==> config.mk <==
export PLATFORM = sky130hd
export DESIGN_NAME = bounded_deque_with_delete_by_value_top
export DESIGN_NICKNAME = d
export VERILOG_FILES = /design/src/hw/rtl/bdq_pkg.sv /design/src/hw/rtl/bounded_deque_with_delete_by_value_top.sv /design/src/hw/rtl/bdq_mem.sv
export SDC_FILE = /design/constraint.sdc
export NUM_CORES = 1
export LEC_CHECK = 0
export BUFFER_PORTS_ARGS = -buffer_cell sky130_fd_sc_hd__buf_2
export CAP_MARGIN = 0
export CORE_ASPECT_RATIO = 1.4
export CORE_MARGIN = 10
export CORE_UTILIZATION = 55
export DETAILED_ROUTE_END_ITERATION = 16
export PLACE_DENSITY = 0.7
export SLEW_MARGIN = 40
export SYNTH_ARGS = -nofsm -noshare
export SYNTH_HDL_FRONTEND = slang
export SYNTH_SLANG_ARGS = --single-unit
==> constraint.sdc <==
create_clock -name clk -period 4.4 [get_ports clk]
set_input_delay 1.32 -clock clk [delete_from_list [all_inputs] [get_ports clk]]
set_output_delay 1.32 -clock clk [all_outputs]
set_load 0.005 [all_outputs]
==> src/hw/rtl/bdq_pkg.sv <==
// Shared types and codes for the bounded deque with delete by value.
// Used by bdq_mem and bounded_deque_with_delete_by_value_top; no dependencies.
package bdq_pkg;

	localparam int CAPACITY = 16;
	localparam int SLOT_W   = $clog2(CAPACITY);
	localparam int CNT_W    = $clog2(CAPACITY + 1);
	localparam int DATA_W   = 32;

	typedef logic [1:0]               op_t;
	typedef logic [1:0]               status_t;
	typedef logic signed [DATA_W-1:0] data_t;
	typedef logic [SLOT_W-1:0]        slot_t;
	typedef logic [CNT_W-1:0]         cnt_t;

	localparam op_t OP_PUSH_FRONT = 2'd0;
	localparam op_t OP_PUSH_BACK  = 2'd1;
	localparam op_t OP_DELETE     = 2'd2;
	localparam op_t OP_DUMP       = 2'd3;

	localparam status_t ST_OK        = 2'd0;
	localparam status_t ST_FULL      = 2'd1;
	localparam status_t ST_EMPTY     = 2'd2;
	localparam status_t ST_NOT_FOUND = 2'd3;

	typedef struct packed {
		slot_t raddr;
		logic  val_we;
		slot_t val_addr;
		data_t val_data;
		logic  nxt_we;
		slot_t nxt_addr;
		slot_t nxt_data;
		logic  prv_we;
		slot_t prv_addr;
		slot_t prv_data;
	} mem_req_t;

	typedef struct packed {
		data_t val;
		slot_t nxt;
		slot_t prv;
	} mem_rd_t;

endpackage

==> src/hw/rtl/bounded_deque_with_delete_by_value_top.sv <==
// Top level of the bounded deque: command sequencer, list registers and result register.
// Depends on bdq_pkg and bdq_mem.
//
//   channel  | handshake            | payload
//   request  | req_valid, req_stall | op, value
//   result   | res_valid, res_stall | status, item, final_res
//
// One command at a time; req_stall is high from acceptance until the last beat is queued.
// Push writes and links the new slot; delete and dump walk the list, one slot per cycle,
// dump only while a beat can be taken; refused or empty commands emit just a status beat.
// The result register lets a new command start while the last beat waits.
// arst_n clears the list to empty; the memories need no clearing.
module bounded_deque_with_delete_by_value_top (
	input  logic             clk,
	input  logic             arst_n,
	input  logic             req_valid,
	output logic             req_stall,
	input  bdq_pkg::op_t     op,
	input  bdq_pkg::data_t   value,
	output logic             res_valid,
	input  logic             res_stall,
	output bdq_pkg::status_t status,
	output bdq_pkg::data_t   item,
	output logic             final_res
);
	import bdq_pkg::*;

	localparam logic [2:0] S_IDLE   = 3'd0;
	localparam logic [2:0] S_PUSH1  = 3'd1;
	localparam logic [2:0] S_PUSH2  = 3'd2;
	localparam logic [2:0] S_DEL    = 3'd3;
	localparam logic [2:0] S_UNLINK = 3'd4;
	localparam logic [2:0] S_DUMP   = 3'd5;
	localparam logic [2:0] S_EMIT   = 3'd6;

	logic [2:0]          state_q;
	op_t                 op_q;
	data_t               val_q;
	logic [CAPACITY-1:0] free_q;
	slot_t               head_q;
	slot_t               tail_q;
	cnt_t                count_q;
	slot_t               cur_q;
	cnt_t                idx_q;
	logic                hmatch_q;
	slot_t               vic_q;
	slot_t               vprev_q;
	slot_t               vnext_q;
	status_t             res_st_q;
	logic                res_valid_q;
	status_t             status_q;
	data_t               item_q;
	logic                final_q;

	mem_req_t mreq;
	mem_rd_t  mrd;
	slot_t    fs;
	logic     out_ok;
	logic     beat_load;
	logic     match;
	logic     last;
	logic     hm;
	logic     empty;

	bdq_mem u_mem (
		.clk (clk),
		.req (mreq),
		.rd  (mrd)
	);

	assign req_stall = (state_q != S_IDLE);
	assign res_valid = res_valid_q;
	assign status    = status_q;
	assign item      = item_q;
	assign final_res = final_q;

	assign out_ok    = !res_valid_q || !res_stall;
	assign beat_load = out_ok && ((state_q == S_DUMP) || (state_q == S_EMIT));
	assign match     = (mrd.val == val_q);
	assign last      = ((idx_q + CNT_W'(1)) == count_q);
	assign hm        = (idx_q == '0) ? match : hmatch_q;
	assign empty     = (count_q == '0);

	always_comb begin
		fs = '0;
		for (int k = CAPACITY - 1; k >= 0; k--) begin
			if (free_q[k]) begin
				fs = SLOT_W'(k);
			end
		end
	end

	always_comb begin
		mreq = '0;
		mreq.raddr = cur_q;
		case (state_q)
			S_IDLE: begin
				mreq.raddr = head_q;
			end
			S_PUSH1: begin
				mreq.val_we   = 1'b1;
				mreq.val_addr = fs;
				mreq.val_data = val_q;
				mreq.nxt_we   = 1'b1;
				mreq.nxt_addr = fs;
				mreq.nxt_data = empty ? fs : head_q;
				mreq.prv_we   = 1'b1;
				mreq.prv_addr = fs;
				mreq.prv_data = empty ? fs : tail_q;
			end
			S_PUSH2: begin
				mreq.prv_we   = 1'b1;
				mreq.prv_addr = head_q;
				mreq.prv_data = vic_q;
				mreq.nxt_we   = 1'b1;
				mreq.nxt_addr = tail_q;
				mreq.nxt_data = vic_q;
			end
			S_DEL: begin
				mreq.raddr = mrd.nxt;
			end
			S_UNLINK: begin
				if (count_q != CNT_W'(1)) begin
					mreq.nxt_we   = 1'b1;
					mreq.nxt_addr = vprev_q;
					mreq.nxt_data = vnext_q;
					mreq.prv_we   = 1'b1;
					mreq.prv_addr = vnext_q;
					mreq.prv_data = vprev_q;
				end
			end
			S_DUMP: begin
				mreq.raddr = out_ok ? mrd.nxt : cur_q;
			end
			default: begin
				mreq.raddr = cur_q;
			end
		endcase
	end

	always_ff @(posedge clk or negedge arst_n) begin
		if (!arst_n) begin
			state_q     <= S_IDLE;
			op_q        <= OP_PUSH_FRONT;
			val_q       <= '0;
			free_q      <= '1;
			head_q      <= '0;
			tail_q      <= '0;
			count_q     <= '0;
			cur_q       <= '0;
			idx_q       <= '0;
			hmatch_q    <= 1'b0;
			vic_q       <= '0;
			vprev_q     <= '0;
			vnext_q     <= '0;
			res_st_q    <= ST_OK;
			res_valid_q <= 1'b0;
			status_q    <= ST_OK;
			item_q      <= '0;
			final_q     <= 1'b0;
		end else begin
			if (beat_load) begin
				res_valid_q <= 1'b1;
			end else if (!res_stall) begin
				res_valid_q <= 1'b0;
			end
			case (state_q)
				S_IDLE: begin
					if (req_valid) begin
						op_q     <= op;
						val_q    <= value;
						cur_q    <= head_q;
						idx_q    <= '0;
						hmatch_q <= 1'b0;
						case (op)
							OP_PUSH_FRONT, OP_PUSH_BACK: begin
								if (count_q == CNT_W'(CAPACITY)) begin
									res_st_q <= ST_FULL;
									state_q  <= S_EMIT;
								end else begin
									state_q <= S_PUSH1;
								end
							end
							OP_DELETE: begin
								if (empty) begin
									res_st_q <= ST_EMPTY;
									state_q  <= S_EMIT;
								end else begin
									state_q <= S_DEL;
								end
							end
							default: begin
								if (empty) begin
									res_st_q <= ST_EMPTY;
									state_q  <= S_EMIT;
								end else begin
									state_q <= S_DUMP;
								end
							end
						endcase
					end
				end
				S_PUSH1: begin
					free_q[fs] <= 1'b0;
					vic_q      <= fs;
					res_st_q   <= ST_OK;
					if (empty) begin
						head_q  <= fs;
						tail_q  <= fs;
						count_q <= CNT_W'(1);
						state_q <= S_EMIT;
					end else begin
						state_q <= S_PUSH2;
					end
				end
				S_PUSH2: begin
					if (op_q == OP_PUSH_FRONT) begin
						head_q <= vic_q;
					end else begin
						tail_q <= vic_q;
					end
					count_q <= count_q + CNT_W'(1);
					state_q <= S_EMIT;
				end
				S_DEL: begin
					if (idx_q == '0) begin
						hmatch_q <= match;
						vic_q    <= cur_q;
						vprev_q  <= mrd.prv;
						vnext_q  <= mrd.nxt;
					end
					if (idx_q != '0 && match) begin
						vic_q   <= cur_q;
						vprev_q <= mrd.prv;
						vnext_q <= mrd.nxt;
						state_q <= S_UNLINK;
					end else if (last) begin
						if (hm) begin
							state_q <= S_UNLINK;
						end else begin
							res_st_q <= ST_NOT_FOUND;
							state_q  <= S_EMIT;
						end
					end
					cur_q <= mrd.nxt;
					idx_q <= idx_q + CNT_W'(1);
				end
				S_UNLINK: begin
					if (count_q == CNT_W'(1)) begin
						head_q <= '0;
						tail_q <= '0;
					end else begin
						if (vic_q == head_q) begin
							head_q <= vnext_q;
						end
						if (vic_q == tail_q) begin
							tail_q <= vprev_q;
						end
					end
					free_q[vic_q] <= 1'b1;
					count_q       <= count_q - CNT_W'(1);
					res_st_q      <= ST_OK;
					state_q       <= S_EMIT;
				end
				S_DUMP: begin
					if (out_ok) begin
						status_q <= ST_OK;
						item_q   <= mrd.val;
						final_q  <= last;
						cur_q    <= mrd.nxt;
						idx_q    <= idx_q + CNT_W'(1);
						if (last) begin
							state_q <= S_IDLE;
						end
					end
				end
				S_EMIT: begin
					if (out_ok) begin
						status_q <= res_st_q;
						item_q   <= '0;
						final_q  <= 1'b1;
						state_q  <= S_IDLE;
					end
				end
				default: begin
					state_q <= S_IDLE;
				end
			endcase
		end
	end

endmodule

==> src/hw/rtl/bdq_mem.sv <==
// Element, next-link and previous-link memories of the deque.
// One write port per memory, one shared read address, registered read data. Uses bdq_pkg.
module bdq_mem (
	input  logic              clk,
	input  bdq_pkg::mem_req_t req,
	output bdq_pkg::mem_rd_t  rd
);
	import bdq_pkg::*;

	data_t val_mem [CAPACITY];
	slot_t nxt_mem [CAPACITY];
	slot_t prv_mem [CAPACITY];

	always_ff @(posedge clk) begin
		if (req.val_we) begin
			val_mem[req.val_addr] <= req.val_data;
		end
		if (req.nxt_we) begin
			nxt_mem[req.nxt_addr] <= req.nxt_data;
		end
		if (req.prv_we) begin
			prv_mem[req.prv_addr] <= req.prv_data;
		end
		rd.val <= val_mem[req.raddr];
		rd.nxt <= nxt_mem[req.raddr];
		rd.prv <= prv_mem[req.raddr];
	end

endmodule
Word-level counts from Yosys, hierarchy flattened. Memory sizes are Yosys's and may differ from the RTL's. A register that Yosys moved wholly into a read port is not among the register bits. Index checks and enable logic that the tools add are counted.

Order comparisons: 4. Reduce and logical (&&, ||, !) cells: 38. Muxes and demuxes: 91. Equality and inequality tests: 32. Add/sub/neg operators: 3. Bitwise logic cells: 3.

Operators with widths (count): $mux 4 (32); $mux 32 (2); $pmux 32 s2 (1); $pmux 18 s3 (1); $pmux 4 s3 (4); $mux 37 (1); $eq 32x32->1 (1); $pmux 16 s2 (1); $pmux 5 s3 (2); $mux 3 (9); $mux 2 (11); $ne 2x2->1 const B (10); $mux 18 (1); $pmux 3 s6 (1); $and 16x16->16 (1); $not 16->16 (1); $or 16x16->16 (1); $mux 5 (3); $ne 3x3->1 const B (5); $mux 1 (14); $reduce_and 2->1 (6); $reduce_and 3->1 (4); $reduce_bool 3->1 (4); $add 5x1->5 const B (2); other kinds (32) (53).

Output and inout port bits: 37. Register bits after elaboration: 126. Memories kept: 3. Logic and storage cells: 192. Memory bits (writable): 640.

Memories: u_mem.val_mem (words 16, bits a word 32, rd ports 1, clocked after memory_dff 1, wr ports 1, line bdq_mem.sv:10) `data_t val_mem [CAPACITY];`; u_mem.nxt_mem (words 16, bits a word 4, rd ports 1, clocked after memory_dff 1, wr ports 1, line bdq_mem.sv:11) `slot_t nxt_mem [CAPACITY];`; u_mem.prv_mem (words 16, bits a word 4, rd ports 1, clocked after memory_dff 1, wr ports 1, line bdq_mem.sv:12) `slot_t prv_mem [CAPACITY];`.

Depth between registers and ports, before layout.
Depth after elaboration: 23. Depth in mapped cells: 11.

By module. From an unflattened synthesis, not the netlist that was laid out.

Cell total of the unflattened synthesis: 1764. Area total of the unflattened synthesis: 32198.4 µm².

Modules (own cells, without submodules): bdq_mem (sequential area each 20019.2 µm², cells each 1086, times used 1, area an instance 25353.1 µm²); bounded_deque_with_delete_by_value_top (sequential area each 3173.0 µm², cells each 678, times used 1, area an instance 6845.3 µm²).

Worst setup path before layout. No wires, ideal clock.

Path type: register to register. From: register free_q[14]. To: memory u_mem.val_mem[6][0] (netlist bit) (enable). Setup slack: -0.292 ns. Path buffers: 2. Stages on the path, launching flop included: 9. Arrival time: 4.221 ns. Required time: 3.930 ns. Cells stage by stage: dfstp_2 > nor2_1 > o31ai_1 > a211oi_1 > o31a_1 > or3_1 > clkbuf_1 > clkbuf_1 > nor3b_1.

Longest elaborated chain between the ends: 16.

RTL lines: from (decl) (line bounded_deque_with_delete_by_value_top.sv:39) `logic [CAPACITY-1:0] free_q;`; from (signal assigned) (line bounded_deque_with_delete_by_value_top.sv:146) `free_q <= '1;`; from (signal, indexed assignment) (line bounded_deque_with_delete_by_value_top.sv:204) `free_q[fs] <= 1'b0;`; from (signal, indexed assignment) (line bounded_deque_with_delete_by_value_top.sv:260) `free_q[vic_q] <= 1'b1;`; $mux 4 (15 in a row) (line bounded_deque_with_delete_by_value_top.sv:87) `if (free_q[k]) begin`; $mux 37 (line bounded_deque_with_delete_by_value_top.sv:96) `case (state_q)`; to (decl) (line bdq_mem.sv:10).

No other way between the ends.

Final worst setup path.
From: register state_q[2]. To: output req_stall.

Longest elaborated chain between the ends: 1.

RTL lines: from (decl) (line bounded_deque_with_delete_by_value_top.sv:36) `logic [2:0] state_q;`; from (signal assigned) (line bounded_deque_with_delete_by_value_top.sv:143) `state_q <= S_IDLE;`; from (signal assigned) (line bounded_deque_with_delete_by_value_top.sv:179) `state_q <= S_EMIT;`; from (signal assigned) (line bounded_deque_with_delete_by_value_top.sv:181) `state_q <= S_PUSH1;`; $reduce_bool 3->1 (line bounded_deque_with_delete_by_value_top.sv:71) `assign req_stall = (state_q != S_IDLE);`; to (decl) (line bounded_deque_with_delete_by_value_top.sv:17) `output logic req_stall,`.

No other way between the ends.

==> flow_summary.ini <==
[status]
status = finished clean

[worst_setup_path]
r2r-start = state_q[2]$_DFFE_PN0P_
slowest_delay_ps = 680
worstPathRequired_ps = 3080
worstReg2RegEnd = u_mem.rd[18]$_DFF_P_
path_delay_family = simple AND/OR/NAND/NOR gates
crit_path_top_delay_cell = nor3_2
crit_fanout = 19
crit_type = reg -> out
cp_cell_sequence = nor3_2 -> inv_1 -> buf_2
crit_buf_inv = 2
rr_worst_depth = 8
start_kind = flip-flop
setup.worst_path.end_class = output pin
r2r_setup_slack_ps = 790
arrival_ps = 2320

[logic_synthesis]
synthArstFlopShare = 0.156
synth_most_common_cell = edfxtp_1
yosysTopAreaCell = edfxtp_1
synth_edf_count = 640
synth_seq_cells = 806
netlist.area_leader.share = 0.595
syn-num-nets = 2160
synthTopCellsByCount = 640 x edfxtp_1, 325 x mux2i_1, 165 x o22ai_1
synth.distinct_cells = 72
ys_top_cells_by_area = edfxtp_1 59%, mux2i_1 10%, dfrtp_1 8.5%
ys_warn_count = 0
synth_area_sq_um = 32300
ys_seq_area_frac = 0.718
ys.flop_type = edfxtp_1
synthCells = 2117
avgSynthCellArea_sq_um = 15.3

[pwr]
p_leak_nw = 13.2
power.density_nw_per_um2 = 714
p_total_w = 0.0261
vdd_drop_max_mv = 0.474

[floorplan]
io_pins = 75
rows = 105
die_area_sq_um = 69000
die_x_um = 225
start_util = 0.553
fp.dieH_um = 307
core_area_sq_um = 58500

[route]
via_count = 19343
routed_wl_um = 83200
post_drt_wl_per_cell_um = 27.4
drtIter0Drc = 2074
drc = 0
viasPerCell = 6.38
ant_nets = 0
drtPass1Iterations = 5

[min_path]
min_path_type = reg -> reg
min_path_cells = 1
hp-start = item[9]$_DFFE_PN0P_
hold_end = item[9]$_DFFE_PN0P_

[global_route]
grt_pass1_wl_um = 123000
use_met1 = 0.295
use_met2 = 0.412
busiest_layer = met2
antenna_found_initial = 1
grt_util_met3 = 0.0353
grt-ovfl-total = 0
grt_pass1_vias = 19518
grt_max_degree = 95
grt_usage = 0.240

[timing]
grt_setup_unrepaired = false
setup_viol = 0
slew_headroom = 0.318
skew_ps = 29.5
fin_crit_ps = 3640
finalMaxSlewViolations = 0
fmax_mhz = 275
final.setup.worst_slack_ps = 758
hold_violations = 0
worst_pin_slew_ps = 1010
min_period_over_period = 0.828

[clock_network]
cts_hold_buf = 0
clock_path_buffers = 3
clock_sinks = 806
insertion_delay_ps = 640
ctsResizeCount = 0
clk_pin_slew_worst_paths_ps = 60
root_buffer = clkbuf_16
cts_buffers = 74
postCtsSetupBuffers = 0
h-tree-depth = 3
cts_tree = built

[final_layout]
fillCellCount = 4174
layout-drive-gt1-share = 0.151
seq_area_sq_um = 23200
area_growth_syn_to_layout_pct = 13.1
utilization = 0.625
multiInputGateArea_sq_um = 8610
fin_nets = 2263
num_antenna_cells = 0

[placement]
place_worst_setup_slack_ps = 459
hpwl_um = 49500
gp_congestion = 0.886
portBuffers = 74

[run]
drv_cap = 0
-- stage by stage --
| step | TNS (ps) | std cells | instance area [sq um] | hold WS, ps |
|---|---|---|---|---|
| floorplan | -14150 | 2117 | 32300 | 439 |
| global placement | 0 | 2892 | 34100 | 481 |
| detailed placement | 0 | 2892 | 34100 | 482 |
| CTS | 0 | 3030 | 36500 | 495 |
| global route | 0 | 3031 | 36500 | 512 |
| finish | 0 | 3031 | 36500 | 496 |
-- kinds of logic after synthesis --
family / share of synthesized area
buf+inv: 0.0201
mux: 0.106
fa+ha+maj: 0.00194
xor+xnor: 0.0141
flops: 0.718
compound gates: 0.0755
simple gates: 0.0641
-- where the power goes --
group          switching [W]  total, W  internal, W
logic                0.00556   0.00949      0.00394
clock network        0.00281   0.00634      0.00353
registers           0.000929    0.0102      0.00931
-- cell type report --
| type | instances | share of cell area |
|---|---|---|
| timing repair buffer | 151 | 0.0368 |
| clock buffer | 92 | 0.0542 |
| clock inverter | 46 | 0.0113 |
| sequential | 806 | 0.635 |
| inverter | 16 | 0.00164 |
| tap | 749 | 0.0256 |
| multi-input combinational | 1171 | 0.236 |
-- placed cells by master, fill, tap and decap left out, types with 31 or more instances in the layout --
cell type and n:
edfxtp_1 640, mux2i_1 325, o22ai_1 165, nand2_1 157
dfrtp_1 109, clkbuf_16 75, buf_2 73, nor2_1 62
xnor2_1 46, buf_4 46, a22o_1 45, or4_1 43
dfxtp_1 40, o21ai_0 38, and2_1 35, buf_12 31
-- routing by layer --
metal / wire, um / vias to the layer above
met5: 0 / -
met4: 3420 / 0
met3: 5360 / 194
met2: 42600 / 816
met1: 31800 / 9910
li1: - / 8423
-- registers in the layout, summed over array words and instances (netlist names), 5 cells and up --
signal / flops
u_mem.prv_mem: 64
idx_q: 5
u_mem.val_mem: 512
val_q: 32
u_mem.nxt_mem: 64
free_q: 16
count_q: 5
u_mem.rd: 40
item: 32
-- worst max-delay path by stage --
stage / start / depth (start not counted) / endpoint
final: state_q[2]$_DFFE_PN0P_ / 3 / req_stall
after global routing: state_q[2]$_DFFE_PN0P_ / 3 / req_stall
after CTS: state_q[1]$_DFFE_PN0P_ / 3 / req_stall
after detailed placement: res_stall / 9 / u_mem.rd[11]$_DFF_P_
after global placement: res_stall / 10 / u_mem.rd[1]$_DFF_P_
after floorplan: free_q[14]$_DFFE_PN1P_ / 8 / u_mem.val_mem[7][0]$_DFFE_PP_
Power figures use the tool's default switching activity.
